--- config.mk ---
export PLATFORM = sky130hd
export DESIGN_NAME = speck_block_cipher_cbc
export DESIGN_NICKNAME = d
export VERILOG_FILES = /design/src/hw/rtl/spk_pkg.sv /design/src/hw/rtl/speck_block_cipher_cbc.sv
export SDC_FILE = /design/constraint.sdc
export NUM_CORES = 2
export LEC_CHECK = 0
export ABC_AREA = 1
export BUFFER_PORTS_ARGS = -buffer_cell sky130_fd_sc_hd__buf_2
export CAP_MARGIN = 5
export CELL_PAD_IN_SITES_DETAIL_PLACEMENT = 1
export CELL_PAD_IN_SITES_GLOBAL_PLACEMENT = 1
export CORE_UTILIZATION = 54
export CTS_BUF_LIST = sky130_fd_sc_hd__clkbuf_16
export DETAILED_ROUTE_END_ITERATION = 10
export HOLD_SLACK_MARGIN = 0.15
export PLACE_DENSITY = 0.89
export SYNTH_ARGS = -nofsm -noshare
export SYNTH_HDL_FRONTEND = slang
export SYNTH_SLANG_ARGS = --single-unit
--- constraint.sdc ---
create_clock -name i_clk -period 12.5 [get_ports i_clk]
set_input_delay 0.625 -clock i_clk [delete_from_list [all_inputs] [get_ports i_clk]]
set_output_delay 0.625 -clock i_clk [all_outputs]
set_load 0.01 [all_outputs]
--- src/hw/rtl/spk_pkg.sv ---
// Shared types and constants for the Speck64/128 block cipher engine.
package spk_pkg;

    localparam int WORD_BITS = 32;
    localparam int KEY_WORDS = 4;
    localparam int ROT_A     = 8;
    localparam int ROT_B     = 3;
    localparam int CFG_IDX_W = 3;

    typedef logic [WORD_BITS-1:0] t_word;

    typedef enum logic [1:0] {
        CMD_ECB_ENC = 2'd0,
        CMD_ECB_DEC = 2'd1,
        CMD_CBC_ENC = 2'd2,
        CMD_CBC_DEC = 2'd3
    } t_cmd;

    typedef enum logic [CFG_IDX_W-1:0] {
        REG_KEY_0 = 3'd0,
        REG_KEY_1 = 3'd1,
        REG_KEY_2 = 3'd2,
        REG_KEY_3 = 3'd3,
        REG_IV_X  = 3'd4,
        REG_IV_Y  = 3'd5
    } t_reg_idx;

    typedef enum logic [2:0] {
        ST_IDLE,
        ST_EXPAND,
        ST_FETCH,
        ST_ROUND,
        ST_FINISH
    } t_state;

    typedef struct packed {
        t_cmd  command;
        logic  chain_restart;
        t_word block_x;
        t_word block_y;
    } t_in;

    typedef struct packed {
        t_word out_x;
        t_word out_y;
    } t_out;

endpackage

--- src/hw/rtl/speck_block_cipher_cbc.sv ---
// Speck64/128 engine with ECB and CBC modes, an encryption round that the key schedule
// shares, a decryption round and a round-key store. A request accepted with fresh round
// keys passes through the fetch, round and finish states; after a key write the first
// request also runs the key expansion first. Rounds run one per cycle; a new request
// is taken only when idle, while a finished block may still wait in the output register.
// Reset (synchronous, active low) clears keys, IVs and the chaining block to zero and marks
// the round keys stale; the round-key store itself is not cleared.
module speck_block_cipher_cbc #(
    parameter int ROUNDS = 27
) (
    input  logic                           i_clk,
    input  logic                           i_rst_n,
    input  logic                           i_in_valid,
    output logic                           o_in_ready,
    input  spk_pkg::t_in                   i_in_data,
    output logic                           o_out_valid,
    input  logic                           i_out_ready,
    output spk_pkg::t_out                  o_out_data,
    input  logic                           i_cfg_we,
    input  logic [spk_pkg::CFG_IDX_W-1:0]  i_cfg_idx,
    input  spk_pkg::t_word                 i_cfg_data
);

    localparam int RND_W = $clog2(ROUNDS);
    localparam logic [RND_W-1:0] LAST_RND = RND_W'(ROUNDS - 1);
    localparam logic [RND_W-1:0] ZERO_RND = '0;
    localparam int W  = spk_pkg::WORD_BITS;
    localparam int RA = spk_pkg::ROT_A;
    localparam int RB = spk_pkg::ROT_B;

    spk_pkg::t_state r_state, n_state;

    spk_pkg::t_word r_key [0:spk_pkg::KEY_WORDS-1];
    spk_pkg::t_word r_iv_x, r_iv_y;
    spk_pkg::t_word r_chain_x, r_chain_y;
    logic           r_keys_ready;
    logic [RND_W-1:0] r_rnd;
    logic           r_out_valid;
    spk_pkg::t_out  r_out;

    spk_pkg::t_cmd  r_cmd;
    spk_pkg::t_word r_a, r_b, r_px, r_py, r_k;
    spk_pkg::t_word r_lq [0:spk_pkg::KEY_WORDS-2];

    spk_pkg::t_word r_rk_mem [0:ROUNDS-1];
    spk_pkg::t_word r_rk_q;
    logic [RND_W-1:0] rd_addr;

    logic accept, out_load, dec_in, dec_r, rnd_last;
    logic [RND_W-1:0] first_in, first_r, next_rnd;
    spk_pkg::t_word chain_eff_x, chain_eff_y;
    spk_pkg::t_word u_a, u_b, u_key, u_sum, e_a, e_b, d_x, d_b, d_a;

    function automatic spk_pkg::t_word d_x_rot(input spk_pkg::t_word v);
        return {v[RB-1:0], v[W-1:RB]};
    endfunction

    assign accept   = i_in_valid && o_in_ready;
    assign dec_in   = (i_in_data.command == spk_pkg::CMD_ECB_DEC) ||
                      (i_in_data.command == spk_pkg::CMD_CBC_DEC);
    assign dec_r    = (r_cmd == spk_pkg::CMD_ECB_DEC) || (r_cmd == spk_pkg::CMD_CBC_DEC);
    assign first_in = dec_in ? LAST_RND : ZERO_RND;
    assign first_r  = dec_r ? LAST_RND : ZERO_RND;
    assign rnd_last = dec_r ? (r_rnd == ZERO_RND) : (r_rnd == LAST_RND);
    assign next_rnd = dec_r ? r_rnd - 1'b1 : r_rnd + 1'b1;
    assign out_load = (r_state == spk_pkg::ST_FINISH) && (!r_out_valid || i_out_ready);

    assign chain_eff_x = i_in_data.chain_restart ? r_iv_x : r_chain_x;
    assign chain_eff_y = i_in_data.chain_restart ? r_iv_y : r_chain_y;

    // The encryption round also serves the key schedule, with the round index as key.
    always_comb begin
        if (r_state == spk_pkg::ST_EXPAND) begin
            u_a   = r_lq[0];
            u_b   = r_k;
            u_key = W'(r_rnd);
        end else begin
            u_a   = r_a;
            u_b   = r_b;
            u_key = r_rk_q;
        end
        u_sum = {u_a[RA-1:0], u_a[W-1:RA]} + u_b;
        e_a   = u_sum ^ u_key;
        e_b   = {u_b[W-RB-1:0], u_b[W-1:W-RB]} ^ e_a;
        d_b   = {d_x_rot(r_a ^ r_b)};
        d_x   = (r_a ^ r_rk_q) - d_b;
        d_a   = {d_x[W-RA-1:0], d_x[W-1:W-RA]};
    end

    always_comb begin
        n_state = r_state;
        rd_addr = r_rnd;
        unique case (r_state)
            spk_pkg::ST_IDLE: begin
                if (accept) begin
                    n_state = r_keys_ready ? spk_pkg::ST_FETCH : spk_pkg::ST_EXPAND;
                end
            end
            spk_pkg::ST_EXPAND: begin
                if (r_rnd == LAST_RND) begin
                    n_state = spk_pkg::ST_FETCH;
                end
            end
            spk_pkg::ST_FETCH: begin
                n_state = spk_pkg::ST_ROUND;
            end
            spk_pkg::ST_ROUND: begin
                if (rnd_last) begin
                    n_state = spk_pkg::ST_FINISH;
                end else begin
                    rd_addr = next_rnd;
                end
            end
            spk_pkg::ST_FINISH: begin
                if (out_load) begin
                    n_state = spk_pkg::ST_IDLE;
                end
            end
            default: n_state = spk_pkg::ST_IDLE;
        endcase
    end

    always_ff @(posedge i_clk) begin
        if (!i_rst_n) begin
            r_state <= spk_pkg::ST_IDLE;
        end else begin
            r_state <= n_state;
        end
    end

    assign o_in_ready  = (r_state == spk_pkg::ST_IDLE);
    assign o_out_valid = r_out_valid;
    assign o_out_data  = r_out;

    // Control and register state.
    always_ff @(posedge i_clk) begin
        if (!i_rst_n) begin
            for (int i = 0; i < spk_pkg::KEY_WORDS; i++) begin
                r_key[i] <= '0;
            end
            r_iv_x       <= '0;
            r_iv_y       <= '0;
            r_chain_x    <= '0;
            r_chain_y    <= '0;
            r_keys_ready <= 1'b0;
            r_rnd        <= '0;
            r_out_valid  <= 1'b0;
        end else begin
            if (i_cfg_we) begin
                unique case (i_cfg_idx)
                    spk_pkg::REG_KEY_0: begin
                        r_key[0] <= i_cfg_data;
                        r_keys_ready <= 1'b0;
                    end
                    spk_pkg::REG_KEY_1: begin
                        r_key[1] <= i_cfg_data;
                        r_keys_ready <= 1'b0;
                    end
                    spk_pkg::REG_KEY_2: begin
                        r_key[2] <= i_cfg_data;
                        r_keys_ready <= 1'b0;
                    end
                    spk_pkg::REG_KEY_3: begin
                        r_key[3] <= i_cfg_data;
                        r_keys_ready <= 1'b0;
                    end
                    spk_pkg::REG_IV_X: begin
                        r_iv_x    <= i_cfg_data;
                        r_chain_x <= i_cfg_data;
                        r_chain_y <= r_iv_y;
                    end
                    spk_pkg::REG_IV_Y: begin
                        r_iv_y    <= i_cfg_data;
                        r_chain_x <= r_iv_x;
                        r_chain_y <= i_cfg_data;
                    end
                    default: ;
                endcase
            end

            if (accept) begin
                r_rnd <= r_keys_ready ? first_in : ZERO_RND;
                if (i_in_data.chain_restart) begin
                    r_chain_x <= r_iv_x;
                    r_chain_y <= r_iv_y;
                end
            end

            if (r_state == spk_pkg::ST_EXPAND) begin
                if (r_rnd == LAST_RND) begin
                    r_keys_ready <= 1'b1;
                    r_rnd        <= first_r;
                end else begin
                    r_rnd <= r_rnd + 1'b1;
                end
            end

            if (r_state == spk_pkg::ST_ROUND && !rnd_last) begin
                r_rnd <= next_rnd;
            end

            if (out_load) begin
                r_out_valid <= 1'b1;
                if (r_cmd == spk_pkg::CMD_CBC_ENC) begin
                    r_chain_x <= r_a;
                    r_chain_y <= r_b;
                end else if (r_cmd == spk_pkg::CMD_CBC_DEC) begin
                    r_chain_x <= r_px;
                    r_chain_y <= r_py;
                end
            end else if (i_out_ready) begin
                r_out_valid <= 1'b0;
            end
        end
    end

    // Working words, key schedule queue and the result register.
    always_ff @(posedge i_clk) begin
        if (accept) begin
            r_cmd <= i_in_data.command;
            r_px  <= i_in_data.block_x;
            r_py  <= i_in_data.block_y;
            if (i_in_data.command == spk_pkg::CMD_CBC_ENC) begin
                r_a <= i_in_data.block_x ^ chain_eff_x;
                r_b <= i_in_data.block_y ^ chain_eff_y;
            end else begin
                r_a <= i_in_data.block_x;
                r_b <= i_in_data.block_y;
            end
            for (int i = 0; i < spk_pkg::KEY_WORDS - 1; i++) begin
                r_lq[i] <= r_key[spk_pkg::KEY_WORDS-2-i];
            end
            r_k <= r_key[spk_pkg::KEY_WORDS-1];
        end

        if (r_state == spk_pkg::ST_EXPAND) begin
            for (int i = 0; i < spk_pkg::KEY_WORDS - 2; i++) begin
                r_lq[i] <= r_lq[i+1];
            end
            r_lq[spk_pkg::KEY_WORDS-2] <= e_a;
            r_k <= e_b;
        end

        if (r_state == spk_pkg::ST_ROUND) begin
            if (dec_r) begin
                r_a <= d_a;
                r_b <= d_b;
            end else begin
                r_a <= e_a;
                r_b <= e_b;
            end
        end

        if (out_load) begin
            if (r_cmd == spk_pkg::CMD_CBC_DEC) begin
                r_out.out_x <= r_a ^ r_chain_x;
                r_out.out_y <= r_b ^ r_chain_y;
            end else begin
                r_out.out_x <= r_a;
                r_out.out_y <= r_b;
            end
        end
    end

    // Round-key store: written during expansion, read one round ahead.
    always_ff @(posedge i_clk) begin
        if (r_state == spk_pkg::ST_EXPAND) begin
            r_rk_mem[r_rnd] <= r_k;
        end
        r_rk_q <= r_rk_mem[rd_addr];
    end

`ifndef SYNTHESIS
    a_round_needs_keys: assert property (@(posedge i_clk) disable iff (!i_rst_n)
        (r_state == spk_pkg::ST_ROUND) |-> r_keys_ready)
        else $error("round started with stale round keys");

    a_expand_sets_ready: assert property (@(posedge i_clk) disable iff (!i_rst_n)
        (r_state == spk_pkg::ST_EXPAND && r_rnd == LAST_RND) |=> r_keys_ready)
        else $error("key expansion finished without marking keys ready");

    a_accept_starts: assert property (@(posedge i_clk) disable iff (!i_rst_n)
        accept |=> (r_state == spk_pkg::ST_FETCH || r_state == spk_pkg::ST_EXPAND))
        else $error("accepted request did not start processing");

    a_finish_delivers: assert property (@(posedge i_clk) disable iff (!i_rst_n)
        out_load |=> (r_out_valid && r_state == spk_pkg::ST_IDLE))
        else $error("finished block not placed in the output register");
`endif

endmodule
==> qor.csv <==
stage,metric,value,unit
cts,# H-tree levels,4,
detailed_routing,drt first pass iters,6,
die,I/O pin cnt,173,
critical_path,Crit Path Category,reg -> reg,
final_layout,most frequent cells in the layout,"nand2_1, edfxtp_1, nand3_1, inv_1, o21ai_0",
sta,max_slew headroom,1.34,%
placed_design,Final HPWL DP,163,mm
critical_path,"Largest stage delay, worst path",0.90,ns
cts,CTS tree,done,
critical_path,crit-path max FO,115,
cts,Post-CTS Setup Bufs,0,
final_layout,Layout area overhead,11.6,%
synthesis,Post-Syn Nets,7452,
placed_design,number of port buffers,172,
die,row count,132,
final_layout,layout cells sized above 1,7.22,%
sta,setup TNS,0,ns
critical_path,crit path cell chain,clkinv_1 > ha_1 > inv_1 > nor2_4 > nand2_2 > nand3_2 > nand2_8 > nand2_8 > inv_4 > buf_4 > nand2_1 > nand3_1 > nand3_1 > nand3_1 > nand2_1 > nand2_1 > nand2_1,
final_layout,Finished Core Util,60.7,%
detailed_routing,via count,59600,
cts,worst-case clock buffer depth,3,
critical_path,WP data required,13.22,ns
placed_design,placed cell area,72900,um2
synthesis,Netlist cell types,46,
synthesis,sequential share of the synthesized area,60.8,%
final_layout,design area,78600,um2
sta,worst clock skew,0.0504,ns
grt,largest net degree at the start of global routing,209,
detailed_routing,DRT iter0 DRCs,7916,
die,Die Ht,363,um
synthesis,Post-Synthesis Cell Area,70500,um2
final_layout,final net count,7561,
grt,first-pass GRT wire length,407,mm
detailed_routing,vias per cell,6.44,
flow_run,max cap viols,0,
pwr,Leak,31.3,nW
critical_path,CP arrival,6.82,ns
critical_path,critical path startpoint,r_rnd[0]$_SDFFE_PN0P_,
die,full die area,132000,um2
final_layout,"commonest non-fill, non-tap cell in the layout",nand2_1,
cts,Root Buffer,clkbuf_16,
critical_path,CP Capture Type,flip-flop,
grt,GRT Util Overall,42.1,%
grt,via count of the first global-routing pass,63000,
synthesis,Ys Warns,0,
synthesis,Mean Syn Cell Area,9.69,um2
sta,unrepaired setup endpoints after global routing,no,
die,die width,363,um
min_path,Hold Crit Start,i_cfg_data[9],
cts,post-CTS sizing,0,
sta,Tightest Pin Transition,1.48,ns
detailed_routing,Remaining DRCs,0,
min_path,Hold/Removal Path Class,in -> reg,
critical_path,CP Launch Type,flip-flop,
synthesis,Post-Syn Instances,7276,
critical_path,RR Startpoint,r_rnd[0]$_SDFFE_PN0P_,
pwr,PD cells,196,nW/um2
cts,# hold bufs at CTS,89,
detailed_routing,wire per inst,30.3,um
detailed_routing,Detailed Route WL,280,mm
synthesis,post-synthesis register bit count,1484,
critical_path,Crit-path slowest cell,inv_4,
cts,Worst-path clk slew,0.07,ns
cts,clock latency on the worst-skew pair,0.84,ns
pwr,worst vdd ir,0.169,mV
sta,Highest Clock Rate,0.164,GHz
sta,final period utilization,48.8,%
die,initial core utilization,54.4,%
sta,crit path time final,6.10,ns
sta,max-slew violations,0,
grt,initial antenna violation count,11,
critical_path,crit-path most repeated cell,nand2_1,
cts,CTS buffer count,158,
detailed_routing,Post-DRT Antenna Nets,0,
sta,Final Hold Violating Endpoints,0,
sta,count of final setup violators,0,
status,status,completed,
grt,grt ovf,0,
cts,clk sinks,1484,
placed_design,GP Congestion,0.967,
die,Core ar.,129000,um2
==> final timing paths <==
check                                               to  slack [ns]  cells after the start
worst max-delay path                r_rk_q[11]$_DFF_P_        6.40                     17
worst min-delay path            r_iv_y[9]$_SDFFE_PN0P_        0.19                      3
worst max register to register      r_rk_q[11]$_DFF_P_        6.40                     17
worst min register to register  r_iv_y[7]$_SDFFE_PN0P_        0.48                      2
==> registers in the layout, summed over array words and instances (netlist names) <==
| register | flops |
|---|---|
| r_key | 128 |
| r_chain_y | 32 |
| r_py | 32 |
| r_a | 32 |
| r_rnd | 5 |
| r_rk_q | 32 |
| r_keys_ready | 1 |
| r_cmd | 2 |
| o_out_valid | 1 |
| r_lq | 96 |
| r_px | 32 |
| o_out_data | 64 |
| r_k | 32 |
| r_rk_mem | 864 |
| r_state | 3 |
| r_b | 32 |
| r_chain_x | 32 |
| r_iv_x | 32 |
| r_iv_y | 32 |
==> worst max-delay path: cells and delay by family, from the launching register on <==
family | cells | cell delay, ns
adder cells (fa/ha/maj) | 1 | 0.36
buffers and inverters | 4 | 2.19
flip-flops | 1 | 0.41
AND/OR/NAND/NOR | 12 | 2.83
==> kinds of logic after synthesis <==
group	synth area share (%)
buffers and inverters	6.48
AO/OA/AOI/OAI	7.16
adder cells (fa/ha/maj)	1.25
flip-flops	60.8
AND/OR/NAND/NOR	21.5
XOR/XNOR	2.81
==> per-layer routing <==
metal  global-route usage [%]  part of all wire (%)
met1                     50.9                    35
met2                     68.1                    47
met3                     9.42                    11
met4                     27.4                   7.1
met5                        0                 0.025
==> per-stage QoR <==
stage / instances / total power [mW] / hold slack [ns] / setup slack, ns
global route: 9259 / 15.8 / 0.193 / 6.04
CTS: 9259 / 15.2 / 0.151 / 6.56
finish: 9262 / 15.4 / 0.192 / 6.40
global placement: 8878 / 10.5 / 0.458 / 7.01
detailed placement: 8878 / 10.7 / 0.472 / 6.69
floorplan: 7276 / 8.89 / 0.451 / 7.62
==> layout make-up <==
cell class | instances | area (um2)
clock inverter | 132 | 830
clock buffer | 160 | 4000
tap | 1742 | 2180
sequential | 1484 | 42900
multi-input combinational | 4632 | 23400
fill | 14100 | 50800
timing repair buffer | 355 | 2530
inverter | 754 | 2850
antenna | 3 | 7.51
==> synth_stat cells, drive strengths merged <==
master | count | area share, %
nand2 | 1839 | 9.8
edfxtp | 1314 | 56
nand3 | 834 | 5.9
inv | 751 | 4.0
o21ai | 486 | 3.5
nor2 | 370 | 2.0
a21oi | 324 | 2.3
nand3b | 311 | 3.3
clkbuf | 237 | 1.3
dfxtp | 170 | 4.8
buf | 169 | 1.2
xor2 | 167 | 2.1
ha | 67 | 1.2
a22o | 64 | 0.80
xnor2 | 59 | 0.73
nor3 | 22 | 0.16
or2 | 13 | 0.12
nand4 | 12 | 0.12
o21a | 12 | 0.13
a21o | 8 | 0.085
o21bai | 8 | 0.085
o22ai | 7 | 0.062
a31oi | 6 | 0.053
o211ai | 6 | 0.064
a21boi | 4 | 0.043
nor4 | 4 | 0.036
clkinv | 3 | 0.016
a211oi | 2 | 0.021
fa | 2 | 0.057
a211o | 1 | 0.012
a41oi | 1 | 0.012
nor3b | 1 | 0.011
o2111ai | 1 | 0.012
o311ai | 1 | 0.012
==> power breakdown <==
| group | switching [mW] | leakage, nW | total (mW) | internal [mW] |
|---|---|---|---|---|
| Sequential | 0.588 | 13.5 | 6.59 | 6.00 |
| Combinational | 3.14 | 15.3 | 4.29 | 1.14 |
| Clock | 2.09 | 2.57 | 4.54 | 2.45 |
| Total | 5.82 | 31.3 | 15.4 | 9.60 |
Power figures use the tool's default switching activity.
